===== src/csed_pkg.sv =====
`timescale 1ns / 1ps

package csed_pkg;

	// Largest number of result items that one input character can cause.
	localparam int unsigned MAX_RESULTS = 4;

	localparam logic [11:0] COUNT_MAX = 12'hFFF;

	localparam logic [7:0] CH_QUOTE  = 8'h22;
	localparam logic [7:0] CH_BSLASH = 8'h5C;
	localparam logic [7:0] CH_LOW_X  = 8'h78;

	typedef enum logic [2:0] {
		PH_START = 3'd0,
		PH_TEXT  = 3'd1,
		PH_ESC   = 3'd2,
		PH_HEX0  = 3'd3,
		PH_HEX1  = 3'd4,
		PH_OCT   = 3'd5
	} phase_t;

	typedef struct packed {
		logic [7:0] ch;
		logic       last_char;
	} in_item_t;

	typedef struct packed {
		logic [7:0]  out_byte;
		logic        is_status;
		logic        status;
		logic [11:0] byte_count;
		logic        run_end;
	} out_item_t;

	// Everything one input character produces, handed from the front to the back.
	typedef struct packed {
		logic [MAX_RESULTS-1:0][7:0] bytes;
		logic [2:0]                  nbytes;
		logic                        has_status;
		logic                        status;
		logic [11:0]                 count;
	} bundle_t;

endpackage


===== src/csed_front.sv =====
`timescale 1ns / 1ps

module csed_front (
	input  logic                clk,
	input  logic                arst_n,
	input  logic                in_valid,
	output logic                in_ready,
	input  csed_pkg::in_item_t  in_item,
	input  logic                q_full,
	output logic                push,
	output csed_pkg::bundle_t   push_bundle
);

	csed_pkg::phase_t ph_q, ph_nx;
	logic [7:0]  held_q, held_nx;
	logic [5:0]  oval_q, oval_nx;
	logic        two_q, two_nx;
	logic        bad_q, bad_nx;
	logic [11:0] cnt_q, cnt_nx;
	logic        acc;

	// Hex digit value; bit 4 set means the character is not a hex digit.
	function automatic logic [4:0] hex_val(input logic [7:0] c);
		logic [4:0] v;
		v = 5'd16;
		if (c >= 8'h30 && c <= 8'h39) begin
			v = {1'b0, c[3:0]};
		end else if ((c >= 8'h61 && c <= 8'h66) || (c >= 8'h41 && c <= 8'h46)) begin
			v = {1'b0, 4'(c[3:0] + 4'd9)};
		end
		return v;
	endfunction

	// Simple escapes; bit 8 set when the character names one.
	function automatic logic [8:0] simple_esc(input logic [7:0] c);
		logic [8:0] r;
		unique case (c)
			8'h61:   r = {1'b1, 8'd7};
			8'h62:   r = {1'b1, 8'd8};
			8'h66:   r = {1'b1, 8'd12};
			8'h6E:   r = {1'b1, 8'd10};
			8'h72:   r = {1'b1, 8'd13};
			8'h74:   r = {1'b1, 8'd9};
			8'h76:   r = {1'b1, 8'd11};
			8'h5C, 8'h27, 8'h22, 8'h3F: r = {1'b1, c};
			default: r = 9'd0;
		endcase
		return r;
	endfunction

	function automatic logic is_oct(input logic [7:0] c);
		return c >= 8'h30 && c <= 8'h37;
	endfunction

	assign in_ready = !q_full;
	assign acc      = in_valid && in_ready;

	always_ff @(posedge clk or negedge arst_n) begin
		if (!arst_n) begin
			ph_q   <= csed_pkg::PH_START;
			held_q <= '0;
			oval_q <= '0;
			two_q  <= 1'b0;
			bad_q  <= 1'b0;
			cnt_q  <= '0;
		end else if (acc) begin
			ph_q   <= ph_nx;
			held_q <= held_nx;
			oval_q <= oval_nx;
			two_q  <= two_nx;
			bad_q  <= bad_nx;
			cnt_q  <= cnt_nx;
		end
	end

	always_comb begin
		logic [7:0]  c;
		logic [2:0]  n;
		logic [12:0] sum;
		logic        do_text;
		logic [8:0]  se;
		logic [4:0]  hv_c;
		logic [4:0]  hv_h;

		c       = in_item.ch;
		n       = 3'd0;
		do_text = 1'b0;
		se      = simple_esc(c);
		hv_c    = hex_val(c);
		hv_h    = hex_val(held_q);

		ph_nx   = ph_q;
		held_nx = held_q;
		oval_nx = oval_q;
		two_nx  = two_q;
		bad_nx  = bad_q;
		push_bundle = '0;

		if (ph_q == csed_pkg::PH_START) begin
			if (in_item.last_char) begin
				push_bundle.has_status = 1'b1;
				push_bundle.status     = 1'b1;
			end else begin
				bad_nx = (c != csed_pkg::CH_QUOTE);
				ph_nx  = csed_pkg::PH_TEXT;
			end
		end else if (!in_item.last_char) begin
			unique case (ph_q)
				csed_pkg::PH_ESC: begin
					if (se[8]) begin
						push_bundle.bytes[n[1:0]] = se[7:0]; n = n + 3'd1;
						ph_nx = csed_pkg::PH_TEXT;
					end else if (c == csed_pkg::CH_LOW_X) begin
						ph_nx = csed_pkg::PH_HEX0;
					end else if (is_oct(c)) begin
						oval_nx = {3'd0, c[2:0]};
						two_nx  = 1'b0;
						ph_nx   = csed_pkg::PH_OCT;
					end else begin
						push_bundle.bytes[n[1:0]] = csed_pkg::CH_BSLASH; n = n + 3'd1;
						do_text = 1'b1;
					end
				end
				csed_pkg::PH_HEX0: begin
					if (!hv_c[4]) begin
						held_nx = c;
						ph_nx   = csed_pkg::PH_HEX1;
					end else begin
						push_bundle.bytes[n[1:0]] = csed_pkg::CH_BSLASH; n = n + 3'd1;
						push_bundle.bytes[n[1:0]] = csed_pkg::CH_LOW_X;  n = n + 3'd1;
						do_text = 1'b1;
					end
				end
				csed_pkg::PH_HEX1: begin
					if (!hv_c[4]) begin
						push_bundle.bytes[n[1:0]] = {hv_h[3:0], hv_c[3:0]}; n = n + 3'd1;
						ph_nx = csed_pkg::PH_TEXT;
					end else begin
						push_bundle.bytes[n[1:0]] = csed_pkg::CH_BSLASH; n = n + 3'd1;
						push_bundle.bytes[n[1:0]] = csed_pkg::CH_LOW_X;  n = n + 3'd1;
						push_bundle.bytes[n[1:0]] = held_q;              n = n + 3'd1;
						do_text = 1'b1;
					end
					held_nx = '0;
				end
				csed_pkg::PH_OCT: begin
					if (is_oct(c)) begin
						if (two_q) begin
							push_bundle.bytes[n[1:0]] = {oval_q[4:0], c[2:0]}; n = n + 3'd1;
							oval_nx = '0;
							two_nx  = 1'b0;
							ph_nx   = csed_pkg::PH_TEXT;
						end else begin
							oval_nx = {oval_q[2:0], c[2:0]};
							two_nx  = 1'b1;
						end
					end else begin
						push_bundle.bytes[n[1:0]] = {2'd0, oval_q}; n = n + 3'd1;
						oval_nx = '0;
						two_nx  = 1'b0;
						do_text = 1'b1;
					end
				end
				default: do_text = 1'b1;
			endcase
			if (do_text) begin
				if (c == csed_pkg::CH_BSLASH) begin
					ph_nx = csed_pkg::PH_ESC;
				end else begin
					push_bundle.bytes[n[1:0]] = c; n = n + 3'd1;
					ph_nx = csed_pkg::PH_TEXT;
				end
			end
		end else begin
			// Closing character: resolve a pending escape, then report.
			unique case (ph_q)
				csed_pkg::PH_ESC: begin
					push_bundle.bytes[n[1:0]] = csed_pkg::CH_BSLASH; n = n + 3'd1;
				end
				csed_pkg::PH_HEX0: begin
					push_bundle.bytes[n[1:0]] = csed_pkg::CH_BSLASH; n = n + 3'd1;
					push_bundle.bytes[n[1:0]] = csed_pkg::CH_LOW_X;  n = n + 3'd1;
				end
				csed_pkg::PH_HEX1: begin
					push_bundle.bytes[n[1:0]] = csed_pkg::CH_BSLASH; n = n + 3'd1;
					push_bundle.bytes[n[1:0]] = csed_pkg::CH_LOW_X;  n = n + 3'd1;
					push_bundle.bytes[n[1:0]] = held_q;              n = n + 3'd1;
				end
				csed_pkg::PH_OCT: begin
					push_bundle.bytes[n[1:0]] = {2'd0, oval_q}; n = n + 3'd1;
				end
				default: n = 3'd0;
			endcase
			push_bundle.has_status = 1'b1;
			push_bundle.status     = bad_q || (c != csed_pkg::CH_QUOTE);
		end

		sum = {1'b0, cnt_q} + {10'd0, n};
		push_bundle.nbytes = n;
		push_bundle.count  = sum[12] ? csed_pkg::COUNT_MAX : sum[11:0];

		if (push_bundle.has_status) begin
			ph_nx   = csed_pkg::PH_START;
			held_nx = '0;
			oval_nx = '0;
			two_nx  = 1'b0;
			bad_nx  = 1'b0;
			cnt_nx  = '0;
		end else begin
			cnt_nx = push_bundle.count;
		end
	end

	assign push = acc && (push_bundle.has_status || (push_bundle.nbytes != 3'd0));

endmodule


===== src/csed_queue.sv =====
`timescale 1ns / 1ps

module csed_queue #(
	parameter int unsigned DEPTH = 4
) (
	input  logic               clk,
	input  logic               arst_n,
	input  logic               push,
	input  csed_pkg::bundle_t  push_bundle,
	input  logic               pop,
	output csed_pkg::bundle_t  head,
	output logic               empty,
	output logic               full
);

	localparam int unsigned PTR_W = (DEPTH > 1) ? $clog2(DEPTH) : 1;
	localparam int unsigned CNT_W = $clog2(DEPTH + 1);

	csed_pkg::bundle_t  mem_q [DEPTH];
	logic [PTR_W-1:0]   wr_q, rd_q;
	logic [CNT_W-1:0]   fill_q;
	logic               do_push, do_pop;

	function automatic logic [PTR_W-1:0] ptr_inc(input logic [PTR_W-1:0] p);
		return (p == PTR_W'(DEPTH - 1)) ? '0 : PTR_W'(p + 1'b1);
	endfunction

	assign empty   = (fill_q == '0);
	assign full    = (fill_q == CNT_W'(DEPTH));
	assign do_push = push && !full;
	assign do_pop  = pop && !empty;
	assign head    = mem_q[rd_q];

	always_ff @(posedge clk) begin
		if (do_push) begin
			mem_q[wr_q] <= push_bundle;
		end
	end

	always_ff @(posedge clk or negedge arst_n) begin
		if (!arst_n) begin
			wr_q   <= '0;
			rd_q   <= '0;
			fill_q <= '0;
		end else begin
			if (do_push) begin
				wr_q <= ptr_inc(wr_q);
			end
			if (do_pop) begin
				rd_q <= ptr_inc(rd_q);
			end
			if (do_push && !do_pop) begin
				fill_q <= fill_q + 1'b1;
			end else if (do_pop && !do_push) begin
				fill_q <= fill_q - 1'b1;
			end
		end
	end

endmodule


===== src/csed_back.sv =====
`timescale 1ns / 1ps

module csed_back (
	input  logic                clk,
	input  logic                arst_n,
	input  csed_pkg::bundle_t   head,
	input  logic                q_empty,
	output logic                pop,
	output logic                out_valid,
	input  logic                out_ready,
	output csed_pkg::out_item_t out_item
);

	logic [1:0]          idx_q;
	logic                ov_q;
	csed_pkg::out_item_t out_q;
	csed_pkg::out_item_t item;
	logic [2:0]          total;
	logic                last;
	logic                load;

	assign total = head.nbytes + {2'd0, head.has_status};
	assign last  = ({1'b0, idx_q} + 3'd1) == total;
	assign load  = (!ov_q || out_ready) && !q_empty;
	assign pop   = load && last;

	always_comb begin
		item = '0;
		if ({1'b0, idx_q} < head.nbytes) begin
			item.out_byte = head.bytes[idx_q];
		end else begin
			item.is_status  = 1'b1;
			item.status     = head.status;
			item.byte_count = head.count;
		end
		item.run_end = last;
	end

	always_ff @(posedge clk or negedge arst_n) begin
		if (!arst_n) begin
			idx_q <= '0;
			ov_q  <= 1'b0;
		end else begin
			if (load) begin
				idx_q <= last ? 2'd0 : idx_q + 2'd1;
				ov_q  <= 1'b1;
			end else if (out_ready) begin
				ov_q <= 1'b0;
			end
		end
	end

	always_ff @(posedge clk) begin
		if (load) begin
			out_q <= item;
		end
	end

	assign out_valid = ov_q;
	assign out_item  = out_q;

endmodule


===== src/c_string_literal_escape_decoder_core.sv =====
`timescale 1ns / 1ps
// The results of an accepted character go into the queue, then to the output register.
// Throughput: one character per cycle in while the queue is not full, one result
// beat per cycle out while out_ready is high; the output register is the single
// result port, so a character's beats take turns while QUEUE_DEPTH entries absorb input.
// Reset: arst_n clears the decoder state, queue pointers and output valid at once.

module c_string_literal_escape_decoder_core #(
	parameter int unsigned QUEUE_DEPTH = 4
) (
	input  logic                clk,
	input  logic                arst_n,
	input  logic                in_valid,
	output logic                in_ready,
	input  csed_pkg::in_item_t  in_item,
	output logic                out_valid,
	input  logic                out_ready,
	output csed_pkg::out_item_t out_item
);

	// The front decodes each accepted character in the same cycle and produces
	// one bundle: up to four decoded bytes and, on the closing character, the
	// status beat with the saturated byte count. A character that yields
	// nothing (an opening quote, or the first characters of an escape) is not
	// queued at all.
	csed_pkg::bundle_t push_bundle;
	csed_pkg::bundle_t head;
	logic              push;
	logic              pop;
	logic              q_empty;
	logic              q_full;

	csed_front u_front (
		.clk         (clk),
		.arst_n      (arst_n),
		.in_valid    (in_valid),
		.in_ready    (in_ready),
		.in_item     (in_item),
		.q_full      (q_full),
		.push        (push),
		.push_bundle (push_bundle)
	);

	// The queue decouples the two sides: the front keeps taking characters
	// while the back drains a multi-beat expansion or waits on out_ready.
	csed_queue #(
		.DEPTH (QUEUE_DEPTH)
	) u_queue (
		.clk         (clk),
		.arst_n      (arst_n),
		.push        (push),
		.push_bundle (push_bundle),
		.pop         (pop),
		.head        (head),
		.empty       (q_empty),
		.full        (q_full)
	);

	// The back walks the head bundle one beat per cycle, while out_ready allows,
	// into the output register and marks the final beat of each bundle with run_end.
	csed_back u_back (
		.clk       (clk),
		.arst_n    (arst_n),
		.head      (head),
		.q_empty   (q_empty),
		.pop       (pop),
		.out_valid (out_valid),
		.out_ready (out_ready),
		.out_item  (out_item)
	);

endmodule


===== config.mk =====
export PLATFORM = sky130hd
export DESIGN_NAME = c_string_literal_escape_decoder_core
export DESIGN_NICKNAME = d
export VERILOG_FILES = /design/src/csed_pkg.sv /design/src/csed_front.sv /design/src/csed_queue.sv /design/src/csed_back.sv /design/src/c_string_literal_escape_decoder_core.sv
export SDC_FILE = /design/constraint.sdc
export NUM_CORES = 1
export LEC_CHECK = 0
export ABC_AREA = 1
export BUFFER_PORTS_ARGS = -buffer_cell sky130_fd_sc_hd__buf_2
export CAP_MARGIN = 20
export CORE_AREA = 2 2 136 271
export DETAILED_ROUTE_END_ITERATION = 12
export DIE_AREA = 0 0 138 273
export PLACE_DENSITY_LB_ADDON = 0.3
export SLEW_MARGIN = 40
export SYNTH_ARGS = -nofsm -noshare
export SYNTH_HDL_FRONTEND = slang
export SYNTH_SLANG_ARGS = --single-unit

===== constraint.sdc =====
create_clock -name clk -period 5.1 [get_ports clk]
set_input_delay 0.765 -clock clk [delete_from_list [all_inputs] [get_ports clk]]
set_output_delay 0.765 -clock clk [all_outputs]
set_load 0.01 [all_outputs]

* Word-level counts from Yosys, hierarchy flattened
Memories as Yosys holds them, arrays and structs flattened.
Index checks and enable logic that the tools add are counted.
Widths: inputs -> output; s select.
** Storage, ports and cells
- Input port bits :: 13
- Memories kept :: 1
- Output and inout port bits :: 25
- Register bits :: 64
- Memory bits (writable) :: 196
** Operators by class
- Reduce and logical (&&, ||, !) cells :: 43
- Magnitude comparators :: 17
- Equal/unequal tests :: 32
- Multiplexer cells :: 112
- $add $sub $neg :: 11
** Memory list
- u_queue.mem_q :: depth 4, width 49, read ports 1, clocked after Yosys merged registers in 0, wr ports 1, line csed_queue.sv:19 : csed_pkg::bundle_t mem_q [DEPTH];
** Operators with widths (number)
- $mux 8 :: 20
- $mux 32 :: 3
- $eq 8x7->1 const B :: 9
- $pmux 9 s8 :: 1
- $mux 3 :: 22
- $mux 6 :: 8
- $bwmux 32 :: 1
- $ge 8x7->1 const B :: 4
- $le 8x7->1 const B :: 4
- $pmux 8 s2 :: 2
- $pmux 8 s4 :: 1
- $eq 8x6->1 const B :: 3
- $le 8x6->1 const B :: 3
- $mux 1 :: 24
- $mux 12 :: 2
- $mux 24 :: 1
- $pmux 3 s4 :: 2
- $mux 2 :: 9
- $bmux 8 s2 :: 1
- $demux 8 s2 :: 1
- $ge 8x6->1 const B :: 2
- $logic_and 1x1->1 :: 16
- $mux 16 :: 1
- $mux 15 :: 1
- 43 further kinds :: 74

* Depth between registers and ports, before layout
- Depth in word-level cells :: 22
- Gate-level depth with buffers :: 32
- Depth with buffers taken out :: 32

* Hierarchy
Synthesis repeated with hierarchy kept, for this count alone.
** Unflattened totals
- Cells, all modules :: 1324
- Area, all modules :: 13396.6 µm²
** Modules (own cells, without submodules)
- csed_queue :: seq. area each 6060.8 µm², area an instance 8536.9 µm², cells each 633, instances 1
- csed_front :: seq. area each 775.7 µm², area an instance 3433.3 µm², cells each 533, instances 1
- csed_back :: seq. area each 765.7 µm², area an instance 1426.4 µm², cells each 158, instances 1

* Worst setup path before layout
No wires, ideal clock.
- Path type :: input-to-reg
- From :: in in_item[2] (netlist name)
- To :: mem u_queue.mem_q[3][0] (netlist name) (enable)
- Path buffers :: 0
- Path slack :: 117 ps
- Library setup time :: 456 ps
- Stages on the path :: 13
- Data arrival time :: 4527 ps
- Data required time :: 4644 ps
- Path through :: inv_1 -> ha_1 -> o21ai_0 -> a21oi_2 -> a21oi_4 -> nand4_4 -> ha_1 -> nand3_1 -> nand2_1 -> nand2_1 -> nand3_4 -> nand2_4 -> nor2_1
** On the way
- Cells in the longest elaborated chain, start to end :: 20
** RTL lines
- start: declaration :: line c_string_literal_escape_decoder_core.sv:15 : input csed_pkg::in_item_t in_item,
- $ge 8x7->1 or $le 8x7->1 (tied branches) :: line csed_front.sv:28 : end else if ((c >= 8'h61 && c <= 8'h66) || (c >= 8'h41 && c <= 8'h46)) begin
- $logic_and 1x1->1 :: line csed_front.sv:28
- $logic_or 1x1->1 :: line csed_front.sv:28
- $mux 5 :: line csed_front.sv:28
- $mux 5 :: line csed_front.sv:26 : if (c >= 8'h30 && c <= 8'h39) begin
- $mux 2 (on tied branches) :: line csed_front.sv:135, csed_front.sv:125
- $pmux 3 s4 :: line csed_front.sv:108 : unique case (ph_q)
- $mux 3 :: line csed_front.sv:107 : end else if (!in_item.last_char) begin
- [4 not listed]
- $mux 3 (*) :: line csed_front.sv:107
- $mux 3 (*) :: line csed_front.sv:99 : if (ph_q == csed_pkg::PH_START) begin
- $reduce_bool 3->1 (*) :: line csed_front.sv:214 : assign push = acc && (push_bundle.has_status || (push_bundle.nbytes != 3'd0));
- $logic_or 1x1->1 (*) :: line csed_front.sv:214
- $logic_and 1x1->1 (*) :: line csed_front.sv:214
- $logic_and 1x1->1 (*) :: line csed_queue.sv:30 : assign do_push = push && !full;
- $mux 1 (*) :: line csed_queue.sv:35 : if (do_push) begin
- $mux 1 (implied by the code) (*) :: line csed_queue.sv:36 : mem_q[wr_q] <= push_bundle;
- end: declaration :: line csed_queue.sv:19
Every way passes the cells marked *; elsewhere a longest branch is shown, timed or not. The select of a mux whose other input is x is not followed.

==> results.yml <==
drt:
  via_per_inst: 5.397
  drcViolationCount: 0
  ant_nets: 0
  wirelength_um: 34990
  routedWlPerCell_um: 20.77
  vias: 9094
  drt-pass1-iter-count: 7
  drtIter0Drc: 618
clock_network:
  cts-hold-fix-buffers: 0
  cts_buffer_depth: 3
  clk_latency_ns: 0.53
  clkSlewWorstSetupHoldPaths_ns: 0.07
  cts_resized: 0
  tritoncts: "yes"
  post_cts_buffers: 0
  numCtsBuffers: 22
  htreeDepth: 1
  cts-root-buf: "clkbuf_16"
  cts.sinks: 260
synthesis:
  post-synth-top-area-cell: "edfxtp_1"
  seq_area_frac_synth_pct: 61.85
  synth_ff_type: "edfxtp_1"
  syn_area_mm2: 0.01229
  ys_warn_count: 0
  netlist_instances: 1180
  ys_async_sr_fraction_pct: 15.77
  synthTopCellsByArea: "edfxtp_1, dfrtp_1, o21ai_0"
  ys_ff_latch: 260
  syn_nets: 1219
  yosysTopAreaCellShare_pct: 53.50
  synth_edf_count: 219
  syn_area_per_cell_um2: 10.42
  synth_cell_type_count: 50
die:
  rows: 98
  die_h_um: 273
  die-area_mm2: 0.03767
  initial_core_util_pct: 34.57
  io_pins: 38
  die_w_um: 138
  fp.coreArea_mm2: 0.03556
placed_design:
  dp_hpwl_um: 24580
  numPortBuffers: 37
  gp_congestion: 0.9489
  dpl_worst_slack_ns: 0.02365
timing:
  slew_headroom_pct: 49.55
  finalClockSkew_ns: 0.02018
  slew_violations: 0
  setup_violations: 0
  finalHoldViolations: 0
  fin_crit_sh_pct: 87.56
  tightest_slew_ns: 0.7567
  finalCriticalPeriod_ns: 4.465
  fin_setup_tns_ns: 0
  rsz0062_at_grt: "no"
  setup_slack_ns: 0.6346
  max_freq_mhz: 223.9
setup_path:
  endpoint_kind: "flop"
  cp.required_ns: 5.33
  cp.arrival_ns: 4.69
  rrSetupSlack_ns: 0.81
  worstSetupPathType: "in -> reg"
  slowest_stage: "nor3_1"
  crit_family: "simple AND/OR/NAND/NOR gates"
  r2r-end: "u_queue.mem_q[2][11]"
  reg2reg_from: "u_front.ph_q[1]"
  cpPeakStageDelay_ns: 0.45
  crit_fanout: 7
  crit_top_cell: "nand2_1"
  startpoint_type: "primary input"
  rr_worst_depth: 23
  path_buf_inv: 8
power_and_ir_drop:
  ir_worst_vdd_v: 0.0002490
  p_leak_nw: 5.240
  p_per_area_mw_per_mm2: 492.9
  total_power_mw: 6.810
global_route:
  grt_antenna_before_repair: 0
  grt_usage_pct: 18.28
  grt_pass1_vias: 9170
  grt_overflow: 0
  grt_max_degree: 59
  grt_pass1_wl_um: 53370
finish:
  n_antenna_cell: 0
  fin_util_pct: 38.86
  nNetsFinal: 1259
  fillers: 3505
  syn_to_final_growth_pct: 12.41
  drive_gt1_share_pct: 11.98
run:
  max_cap_violations: 0
min_path:
  hold_path.class: "in -> async"
status:
  status: "finished, final reports clean"
==> worst max path at each step <==
stage,depth (start not counted),to,from,slack (ns)
global placement,30,u_queue.mem_q[3][11],in_item[2],0.11
floorplan,13,u_queue.mem_q[3][0],in_item[2],0.12
detailed placement,30,u_queue.mem_q[2][11],in_item[2],0.02
finish,30,u_queue.mem_q[2][11],in_item[2],0.63
CTS,27,u_queue.mem_q[2][11],in_item[2],0.56
global route,30,u_queue.mem_q[2][11],in_item[2],0.04
==> per-layer routing <==
| metal | track usage, % | up-vias | part of all wire [%] |
|---|---|---|---|
| met2 | 37.36 | 255 | 57 |
| met5 | 0 | - | 0 |
| met1 | 17.70 | 4481 | 34 |
| met3 | 1.279 | 105 | 3.1 |
| li1 | - | 4253 | - |
| met4 | 10.20 | 0 | 5.9 |
==> metrics by stage <==
| step | std cells | cell area, um^2 | hold WS (ns) |
|---|---|---|---|
| floorplan | 1180 | 12290 | 0.4690 |
| global placement | 1646 | 13130 | 0.4852 |
| detailed placement | 1646 | 13150 | 0.4886 |
| CTS | 1685 | 13820 | 0.3399 |
| global route | 1685 | 13820 | 0.3703 |
| finish | 1685 | 13820 | 0.3171 |
==> final cells by class <==
cell class	instances	area, um^2	area share, %
clock buffers	30	611.8	4.428
clock inverters	9	57.56	0.4166
repair buffers	66	452.9	3.278
well taps	450	563.0	4.075
multi-input cells	771	4156	30.08
inverters	99	371.6	2.689
flip-flops and latches	260	7604	55.03
==> kinds of logic after synthesis <==
| kind of cell | synth area share (%) |
|---|---|
| AO/OA/AOI/OAI | 14.00 |
| XOR/XNOR | 0.5701 |
| adder cells (fa/ha/maj) | 2.769 |
| buffers and inverters | 4.703 |
| flip-flops | 61.85 |
| AND/OR/NAND/NOR | 16.11 |
==> where the power goes <==
| group | switching (mW) | internal, mW | total, mW | leakage (nW) |
|---|---|---|---|---|
| combinational | 1.59 | 0.676 | 2.27 | 2.28 |
| sequential | 0.175 | 2.77 | 2.94 | 2.63 |
| clock | 0.753 | 0.847 | 1.60 | 0.323 |
==> cells in the mapped netlist, drive strengths merged (5+ instances only) <==
cell type / n
a21boi: 7
a21oi: 53
a22o: 5
a31oi: 10
buf: 9
clkbuf: 41
dfrtp: 41
edfxtp: 219
ha: 24
inv: 96
nand2: 145
nand3: 51
nand4: 14
nor2: 210
nor3: 13
o2111ai: 5
o211ai: 9
o21ai: 157
o221ai: 24
o22ai: 17
xor2: 6
==> placed cells by master, fill, tap and decap left out, types with 25 or more instances in the layout <==
master / synthesis / final
edfxtp_1: 219 / 219
nor2_1: 199 / 195
o21ai_0: 152 / 150
nand2_1: 132 / 132
inv_1: 91 / 91
a21oi_1: 51 / 51
nand3_1: 45 / 45
dfrtp_1: 41 / 40
buf_2: 3 / 37
buf_4: 4 / 25
==> state kept, by name, indices dropped and copies added (netlist names) <==
register          flops
u_front.cnt_q        12
u_queue.fill_q        3
u_back.out_item      23
u_front.held_q        8
u_front.oval_q        6
u_front.ph_q          3
u_front.two_q         1
u_queue.mem_q       196
u_queue.wr_q          2
u_front.bad_q         1
u_back.idx_q          2
u_back.out_valid      1
u_queue.rd_q          2
Note: power is estimated with default switching activity, not from simulation.
